[src/design/ntl_pkg.sv]
package ntl_pkg;

  localparam int LINE_BITS_DEF = 32;
  localparam int START_BITS    = 32;
  localparam int RUN_MAX       = 3;

  localparam logic [7:0] CH_HASH   = 8'h23;
  localparam logic [7:0] CH_QUOTE  = 8'h22;
  localparam logic [7:0] CH_BSLASH = 8'h5c;
  localparam logic [7:0] CH_LF     = 8'h0a;
  localparam logic [7:0] CH_SPACE  = 8'h20;
  localparam logic [7:0] CH_TAB    = 8'h09;
  localparam logic [7:0] CH_CR     = 8'h0d;
  localparam logic [7:0] CH_FF     = 8'h0c;
  localparam logic [7:0] CH_LPAREN = 8'h28;
  localparam logic [7:0] CH_RPAREN = 8'h29;
  localparam logic [7:0] CH_SEMI   = 8'h3b;

  typedef enum logic [1:0] {
    MODE_IDLE,
    MODE_WORD,
    MODE_QUOTE,
    MODE_COMMENT
  } lex_mode_t;

  typedef enum logic [1:0] {
    EV_BYTE  = 2'd0,
    EV_END   = 2'd1,
    EV_ERROR = 2'd2
  } ev_t;

  typedef enum logic [1:0] {
    TYPE_WORD  = 2'd0,
    TYPE_PUNCT = 2'd1,
    TYPE_QUOTE = 2'd2
  } tok_t;

  typedef struct packed {
    ev_t                   event_res;
    logic [7:0]            content;
    tok_t                  token_type;
    logic [START_BITS-1:0] start_line;
    logic                  last_of_run;
  } res_t;

endpackage

[src/design/ntl_in_if.sv]
interface ntl_in_if;
  logic       valid;
  logic       ready;
  logic       kind;
  logic [7:0] text_byte;

  modport source(output valid, output kind, output text_byte, input ready);
  modport sink(input valid, input kind, input text_byte, output ready);
endinterface

[src/design/ntl_out_if.sv]
interface ntl_out_if;
  logic                          valid;
  logic                          ready;
  logic [1:0]                    event_res;
  logic [7:0]                    content;
  logic [1:0]                    token_type;
  logic [ntl_pkg::START_BITS-1:0] start_line;
  logic                          last_of_run;

  modport source(output valid, output event_res, output content, output token_type,
                 output start_line, output last_of_run, input ready);
  modport sink(input valid, input event_res, input content, input token_type,
               input start_line, input last_of_run, output ready);
endinterface

[src/design/netlist_text_lexer_core.sv]
// Byte-serial tokenizer for netlist text. One beat on text carries a byte or an
// end-of-input mark; each beat yields zero to three result beats on tokens (content
// bytes, token ends, unterminated-quote error), the final one flagged last_of_run.
// Bytes are taken one per cycle while tokens keeps up: a byte goes through an
// input register and a single pass of decode logic into a three-entry result
// buffer, which drains one beat per cycle. A byte giving one result sustains one
// byte per cycle; a byte giving more results holds the input side while the buffer
// drains. One byte can wait in the input register while the buffer is stalled.
// The line counter is LINE_BITS wide and saturates; start_line clips it to 32 bits.
module netlist_text_lexer_core #(
  parameter int LINE_BITS = ntl_pkg::LINE_BITS_DEF
) (
  input  logic      clk,
  input  logic      rst,
  ntl_in_if.sink    text,
  ntl_out_if.source tokens
);

  // input register
  logic       s1_valid;
  logic       s1_kind;
  logic [7:0] s1_byte;

  // lexer state
  ntl_pkg::lex_mode_t   mode, mode_next;
  logic                 esc, esc_next;
  logic [LINE_BITS-1:0] line, line_next;
  logic [LINE_BITS-1:0] tsl, tsl_next;

  // result buffer
  ntl_pkg::res_t res [ntl_pkg::RUN_MAX];
  ntl_pkg::res_t res_next [ntl_pkg::RUN_MAX];
  logic [1:0]    cnt, cnt_next;
  logic [1:0]    idx;

  logic adv, take, take_last;
  logic [LINE_BITS-1:0]           line_inc;
  logic [ntl_pkg::START_BITS-1:0] start_cur, start_new;
  logic is_sp, is_pu, is_hash, is_q, is_bs, is_lf;

  generate
    if (LINE_BITS > ntl_pkg::START_BITS) begin : g_clip
      assign start_cur = (|tsl[LINE_BITS-1:ntl_pkg::START_BITS]) ? '1
                         : tsl[ntl_pkg::START_BITS-1:0];
      assign start_new = (|line[LINE_BITS-1:ntl_pkg::START_BITS]) ? '1
                         : line[ntl_pkg::START_BITS-1:0];
    end else if (LINE_BITS == ntl_pkg::START_BITS) begin : g_same
      assign start_cur = tsl;
      assign start_new = line;
    end else begin : g_ext
      assign start_cur = {{(ntl_pkg::START_BITS-LINE_BITS){1'b0}}, tsl};
      assign start_new = {{(ntl_pkg::START_BITS-LINE_BITS){1'b0}}, line};
    end
  endgenerate

  assign line_inc = (line != '1) ? line + LINE_BITS'(1) : line;

  assign is_lf   = (s1_byte == ntl_pkg::CH_LF);
  assign is_sp   = (s1_byte == ntl_pkg::CH_SPACE) || (s1_byte == ntl_pkg::CH_TAB) ||
                   (s1_byte == ntl_pkg::CH_CR) || is_lf || (s1_byte == ntl_pkg::CH_FF);
  assign is_pu   = (s1_byte == ntl_pkg::CH_LPAREN) || (s1_byte == ntl_pkg::CH_RPAREN) ||
                   (s1_byte == ntl_pkg::CH_SEMI);
  assign is_hash = (s1_byte == ntl_pkg::CH_HASH);
  assign is_q    = (s1_byte == ntl_pkg::CH_QUOTE);
  assign is_bs   = (s1_byte == ntl_pkg::CH_BSLASH);

  assign tokens.valid       = (cnt != 2'd0);
  assign tokens.event_res   = res[idx].event_res;
  assign tokens.content     = res[idx].content;
  assign tokens.token_type  = res[idx].token_type;
  assign tokens.start_line  = res[idx].start_line;
  assign tokens.last_of_run = res[idx].last_of_run;

  assign take      = tokens.valid && tokens.ready;
  assign take_last = take && res[idx].last_of_run;
  assign adv       = s1_valid && ((cnt == 2'd0) || take_last);
  assign text.ready = !s1_valid || adv;

  // one pass of decode for the byte in the input register
  always_comb begin
    logic       do_idle;
    logic [1:0] k;
    mode_next = mode;
    esc_next  = esc;
    line_next = line;
    tsl_next  = tsl;
    do_idle   = 1'b0;
    k         = 2'd0;
    for (int i = 0; i < ntl_pkg::RUN_MAX; i++) begin
      res_next[i] = '{ntl_pkg::EV_BYTE, 8'd0, ntl_pkg::TYPE_WORD, start_cur, 1'b0};
    end
    if (s1_kind) begin
      if (mode == ntl_pkg::MODE_WORD) begin
        res_next[k] = '{ntl_pkg::EV_END, 8'd0, ntl_pkg::TYPE_WORD, start_cur, 1'b0};
        k = k + 2'd1;
      end else if (mode == ntl_pkg::MODE_QUOTE) begin
        res_next[k] = '{ntl_pkg::EV_ERROR, 8'd0, ntl_pkg::TYPE_QUOTE, start_cur, 1'b0};
        k = k + 2'd1;
      end
      mode_next = ntl_pkg::MODE_IDLE;
      esc_next  = 1'b0;
    end else begin
      case (mode)
        ntl_pkg::MODE_IDLE: begin
          do_idle = 1'b1;
        end
        ntl_pkg::MODE_COMMENT: begin
          if (is_lf) begin
            line_next = line_inc;
            mode_next = ntl_pkg::MODE_IDLE;
          end
        end
        ntl_pkg::MODE_WORD: begin
          if (is_sp || is_pu || is_hash) begin
            res_next[k] = '{ntl_pkg::EV_END, 8'd0, ntl_pkg::TYPE_WORD, start_cur, 1'b0};
            k = k + 2'd1;
            mode_next = ntl_pkg::MODE_IDLE;
            do_idle   = 1'b1;
          end else begin
            res_next[k] = '{ntl_pkg::EV_BYTE, s1_byte, ntl_pkg::TYPE_WORD, start_cur, 1'b0};
            k = k + 2'd1;
          end
        end
        ntl_pkg::MODE_QUOTE: begin
          if (is_lf) line_next = line_inc;
          if (is_q && !esc) begin
            res_next[k] = '{ntl_pkg::EV_END, 8'd0, ntl_pkg::TYPE_QUOTE, start_cur, 1'b0};
            k = k + 2'd1;
            mode_next = ntl_pkg::MODE_IDLE;
            esc_next  = 1'b0;
          end else begin
            res_next[k] = '{ntl_pkg::EV_BYTE, s1_byte, ntl_pkg::TYPE_QUOTE, start_cur, 1'b0};
            k = k + 2'd1;
            esc_next = is_bs && !esc;
          end
        end
        default: begin
          mode_next = ntl_pkg::MODE_IDLE;
        end
      endcase
      // byte seen between tokens, also the byte that just closed a word
      if (do_idle) begin
        if (is_hash) begin
          mode_next = ntl_pkg::MODE_COMMENT;
        end else if (is_sp) begin
          if (is_lf) line_next = line_inc;
        end else if (is_pu) begin
          tsl_next = line;
          res_next[k] = '{ntl_pkg::EV_BYTE, s1_byte, ntl_pkg::TYPE_PUNCT, start_new, 1'b0};
          k = k + 2'd1;
          res_next[k] = '{ntl_pkg::EV_END, 8'd0, ntl_pkg::TYPE_PUNCT, start_new, 1'b0};
          k = k + 2'd1;
        end else if (is_q) begin
          tsl_next  = line;
          esc_next  = 1'b0;
          mode_next = ntl_pkg::MODE_QUOTE;
        end else begin
          tsl_next = line;
          res_next[k] = '{ntl_pkg::EV_BYTE, s1_byte, ntl_pkg::TYPE_WORD, start_new, 1'b0};
          k = k + 2'd1;
          mode_next = ntl_pkg::MODE_WORD;
        end
      end
    end
    for (int i = 0; i < ntl_pkg::RUN_MAX; i++) begin
      res_next[i].last_of_run = (2'(i) == k - 2'd1);
    end
    cnt_next = k;
  end

  always_ff @(posedge clk) begin
    if (rst) begin
      s1_valid <= 1'b0;
    end else if (text.ready) begin
      s1_valid <= text.valid;
    end
  end

  always_ff @(posedge clk) begin
    if (text.valid && text.ready) begin
      s1_kind <= text.kind;
      s1_byte <= text.text_byte;
    end
  end

  always_ff @(posedge clk) begin
    if (rst) begin
      mode <= ntl_pkg::MODE_IDLE;
      esc  <= 1'b0;
      line <= LINE_BITS'(1);
      tsl  <= LINE_BITS'(1);
    end else if (adv) begin
      mode <= mode_next;
      esc  <= esc_next;
      line <= line_next;
      tsl  <= tsl_next;
    end
  end

  always_ff @(posedge clk) begin
    if (rst) begin
      cnt <= 2'd0;
      idx <= 2'd0;
    end else if (adv) begin
      cnt <= cnt_next;
      idx <= 2'd0;
    end else if (take_last) begin
      cnt <= 2'd0;
      idx <= 2'd0;
    end else if (take) begin
      idx <= idx + 2'd1;
    end
  end

  always_ff @(posedge clk) begin
    if (adv) begin
      for (int i = 0; i < ntl_pkg::RUN_MAX; i++) begin
        res[i] <= res_next[i];
      end
    end
  end

endmodule

[src/flat_wrapper.sv]
// flat-port wrapper written by rule: the top's interface ports become plain ports
module netlist_text_lexer_core_flat 
#(
  parameter int LINE_BITS = ntl_pkg::LINE_BITS_DEF
)
  (clk, rst, text_valid, text_kind, text_text_byte, text_ready, tokens_valid, tokens_event_res, tokens_content, tokens_token_type, tokens_start_line, tokens_last_of_run, tokens_ready);
  ntl_in_if text_i ();
  ntl_out_if tokens_i ();
  input  logic clk;
  input  logic rst;
  input wire logic [$bits(text_i.valid)-1:0] text_valid;
  input wire logic [$bits(text_i.kind)-1:0] text_kind;
  input wire logic [$bits(text_i.text_byte)-1:0] text_text_byte;
  output wire logic [$bits(text_i.ready)-1:0] text_ready;
  output wire logic [$bits(tokens_i.valid)-1:0] tokens_valid;
  output wire logic [$bits(tokens_i.event_res)-1:0] tokens_event_res;
  output wire logic [$bits(tokens_i.content)-1:0] tokens_content;
  output wire logic [$bits(tokens_i.token_type)-1:0] tokens_token_type;
  output wire logic [$bits(tokens_i.start_line)-1:0] tokens_start_line;
  output wire logic [$bits(tokens_i.last_of_run)-1:0] tokens_last_of_run;
  input wire logic [$bits(tokens_i.ready)-1:0] tokens_ready;
  assign text_i.valid = text_valid;
  assign text_i.kind = text_kind;
  assign text_i.text_byte = text_text_byte;
  assign text_ready = text_i.ready;
  assign tokens_valid = tokens_i.valid;
  assign tokens_event_res = tokens_i.event_res;
  assign tokens_content = tokens_i.content;
  assign tokens_token_type = tokens_i.token_type;
  assign tokens_start_line = tokens_i.start_line;
  assign tokens_last_of_run = tokens_i.last_of_run;
  assign tokens_i.ready = tokens_ready;
  netlist_text_lexer_core #(.LINE_BITS(LINE_BITS)) u_core (.clk(clk), .rst(rst), .text(text_i), .tokens(tokens_i));
endmodule
[config.mk]
export PLATFORM = sky130hd
export DESIGN_NAME = netlist_text_lexer_core_flat
export DESIGN_NICKNAME = d
export VERILOG_FILES = /design/src/design/ntl_pkg.sv /design/src/design/ntl_in_if.sv /design/src/design/ntl_out_if.sv /design/src/design/netlist_text_lexer_core.sv /design/src/flat_wrapper.sv
export SDC_FILE = /design/constraint.sdc
export NUM_CORES = 1
export LEC_CHECK = 0
export BUFFER_PORTS_ARGS = -buffer_cell sky130_fd_sc_hd__buf_2
export CORE_ASPECT_RATIO = 1.4
export CORE_MARGIN = 3
export CORE_UTILIZATION = 50
export DETAILED_ROUTE_END_ITERATION = 7
export PLACE_DENSITY = 0.66
export SLEW_MARGIN = 25
export SYNTH_ARGS = -nofsm -noshare
export SYNTH_HDL_FRONTEND = slang
export SYNTH_SLANG_ARGS = --single-unit
[constraint.sdc]
create_clock -name clk -period 5.9 [get_ports clk]
set_input_delay 0.59 -clock clk [delete_from_list [all_inputs] [get_ports clk]]
set_output_delay 0.59 -clock clk [all_outputs]
set_load 0.05 [all_outputs]
==> metrics.md <==
| Metric | Value |
|---|---|
| H-tree depth | `1` |
| First-pass GRT wire length | `31700 um` |
| Avg Inst Size Synth | `12.0 sq um` |
| Largest net degree at the start of global routing | `83` |
| N_diodes | `0` |
| Startpoint Class | `flop` |
| Slew HR | `36.1%` |
| Tcrit/Tclk final | `68.3%` |
| Final ANT Viol Nets | `0` |
| Total negative setup slack | `0 ps` |
| Core area | `0.0193 sq mm` |
| Initial antenna violation count | `0` |
| Hold Vio Cnt, Final | `0` |
| Hold Crit Depth | `1` |
| FILL cells | `1590` |
| Clock sink count | `204` |
| Area of the multi-input gates | `0.00417 sq mm` |
| Layout area overhead | `11.4%` |
| Vias in the first global route | `6342` |
| Post-synth top cells | `130 x edfxtp_1, 98 x nor2_1, 74 x dfxtp_1, 73 x mux2i_1, 60 x mux2_2` |
| CP cell instances | `buf_4 > nand2_1 > o21ai_1 > and2_1 > o21ai_0 > inv_4 > nand4b_1 > buf_12 > mux2i_1 > nor2_1` |
| DR pass1 iterations | `4` |
| Seq cells post-synth | `204` |
| Yosys top cell area share | `39.6%` |
| Clock latency on the worst-skew pair | `490 ps` |
| Nets@finish | `876` |
| Sequential element share of the synthesized area | `54.6%` |
| Worst r2r path cells | `10` |
| Port-buffer cells | `59` |
| # placed instances | `1083` |
| Sequential cell area | `0.00539 sq mm` |
| Critical path capture point type | `flop` |
| Synth cell types | `63` |
| Clock skew | `17.4 ps` |
| Post-Syn Nets | `842` |
| Pre-CTS setup slack | `1850 ps` |
| Final min period | `4030 ps` |
| Critical path's slowest cell | `nand4b_1` |
| WL/cell | `17.6 um` |
| CP Class | `flop to flop` |
| I/O pin cnt | `60` |
| CTS max path bufs | `3` |
| CP Max Fanout | `80` |
| Hold Slack | `276 ps` |
| Drt total wl | `19700 um` |
| Maximum VDD drop | `0.000226 V` |
| CTS Root Cell | `clkbuf_16` |
| Avg Vias per Cell | `5.60` |
| RSZ-0062 raised after global routing | `no` |
| Post-layout util | `56.9%` |
| Asr flop ratio synth | `0%` |
| Post-synth EDFFs | `130` |
| Die ar. | `0.0215 sq mm` |
| Fmax achieved | `0.248 GHz` |
| Clk slew on worst S/H paths | `60 ps` |
| Post-route DRC | `0` |
| Cells after synthesis | `823` |
| Worst EP required | `6250 ps` |
| Remaining Overflow, GRT | `0` |
| Die W | `125 um` |
| Cell area after synthesis | `0.00986 sq mm` |
| Total GRT Usage | `17.9%` |
| Setup repair bufs after CTS | `0` |
| Main synth FF type | `edfxtp_1` |
| Synth top area cells | `edfxtp_1 40%, dfxtp_1 15%, mux2i_1 7.4%` |
| Cell taking the most area after synthesis | `edfxtp_1` |
| RD Place Congestion | `0.837` |
| Power density cells | `282 mW/mm^2` |
| Starting Density | `51.1%` |
| DRT iter0 DRCs | `327` |
| Critical Path Max Stage Delay | `890 ps` |
| Worst Tran Pin Value | `953 ps` |
| Max_cap viols | `0` |
| Path type of the worst min-delay path | `input port to flop` |
| TritonCTS clock tree | `done` |
| Count leader, synth | `edfxtp_1` |
| CTS-repair resized insts | `0` |
| Total CTS buffers | `20` |
| CTS Hold Bufs | `0` |
| Row count | `60` |
| DP HPWL | `11900 um` |
| Post-route insts no fill | `1119` |
| Proportion of layout cells with a drive suffix above 1 | `23.7%` |
| # setup viols final | `0` |
| Status | `complete, no violations` |
| Synth Warn # | `0` |
| Die Ht | `172 um` |
| Final Max Tran Viols | `0` |
| Vias | `6263` |
| Critical Path AT | `4370 ps` |
| Total leakage power | `4.24 nW` |
| Final worst setup slack | `1870 ps` |
-- per-stage QoR --
stage	area, sq um	power, mW
2_1_floorplan	9860	1.77
3_3_place_gp	10300	1.82
3_5_place_dp	10300	1.82
4_1_cts	11000	3.12
5_1_grt	11000	3.20
6_report	11000	3.10
-- power breakdown --
| group | internal (mW) | switching (mW) | total, mW | leakage, nW |
|---|---|---|---|---|
| clock network | 0.789 | 0.522 | 1.31 | 0.334 |
| registers | 1.55 | 0.0171 | 1.57 | 1.91 |
| logic | 0.0617 | 0.161 | 0.222 | 1.99 |
-- worst max-delay path: cells and delay by family, from the launching register on --
kind	cells	cell delay, ps
buffers and inverters	3	1600
and+or+nand+nor	4	1310
AOI/OAI and AO/OA	2	450
DFF	1	310
muxes	1	180
-- worst paths after layout --
path / start / slack, ps / end
max reg2reg: flop / 1870 / u_core.start_cur[29]
max: flop / 1870 / u_core.start_cur[29]
min reg2reg: u_core.esc / 490 / u_core.esc
min: text_text_byte[1] / 280 / u_core.s1_byte[1]
-- flip-flops by register name, indices dropped and copies added (netlist names), named ones only --
signal / flops
u_core.idx: 2
u_core.line: 32
u_core.cnt: 2
u_core.esc: 1
u_core.s1_valid: 1
u_core.s1_kind: 1
u_core.start_cur: 32
u_core.mode: 2
u_core.res: 121
u_core.s1_byte: 8
-- final cells by class --
| class | count | area share [%] |
|---|---|---|
| clock buffers | 29 | 5.42 |
| clock inverters | 7 | 0.786 |
| inverters | 14 | 0.501 |
| multi-input cells | 549 | 38.0 |
| flip-flops and latches | 204 | 49.1 |
| well taps | 248 | 2.83 |
| repair buffers | 68 | 3.45 |
-- placed cells by master, fill, tap and decap left out, types with 21 or more instances in the layout --
master / count
mux2_4: 30
buf_2: 59
o21ai_0: 37
nand2_1: 52
edfxtp_1: 130
mux2i_1: 73
nor2_1: 97
mux2_2: 60
dfxtp_1: 72
clkbuf_16: 21
-- layer usage --
layer | GRT usage [%] | share of wire [%] | vias up
met1 | 21.1 | 41 | 3058
li1 | - | - | 3061
met5 | 0 | 0 | -
met3 | 2.35 | 4.3 | 26
met2 | 33.7 | 53 | 118
met4 | 6.10 | 1.9 | 0
-- cell families after synthesis --
logic type	count (synthesis)	synth area share (%)
buffers and inverters	70	3.19
multiplexers	172	19.9
AND/OR/NAND/NOR	270	13.9
AO/OA/AOI/OAI	71	4.99
adder cells (fa/ha/maj)	6	0.762
XOR/XNOR	30	2.67
flip-flops	204	54.6
Power figures use the tool's default switching activity.
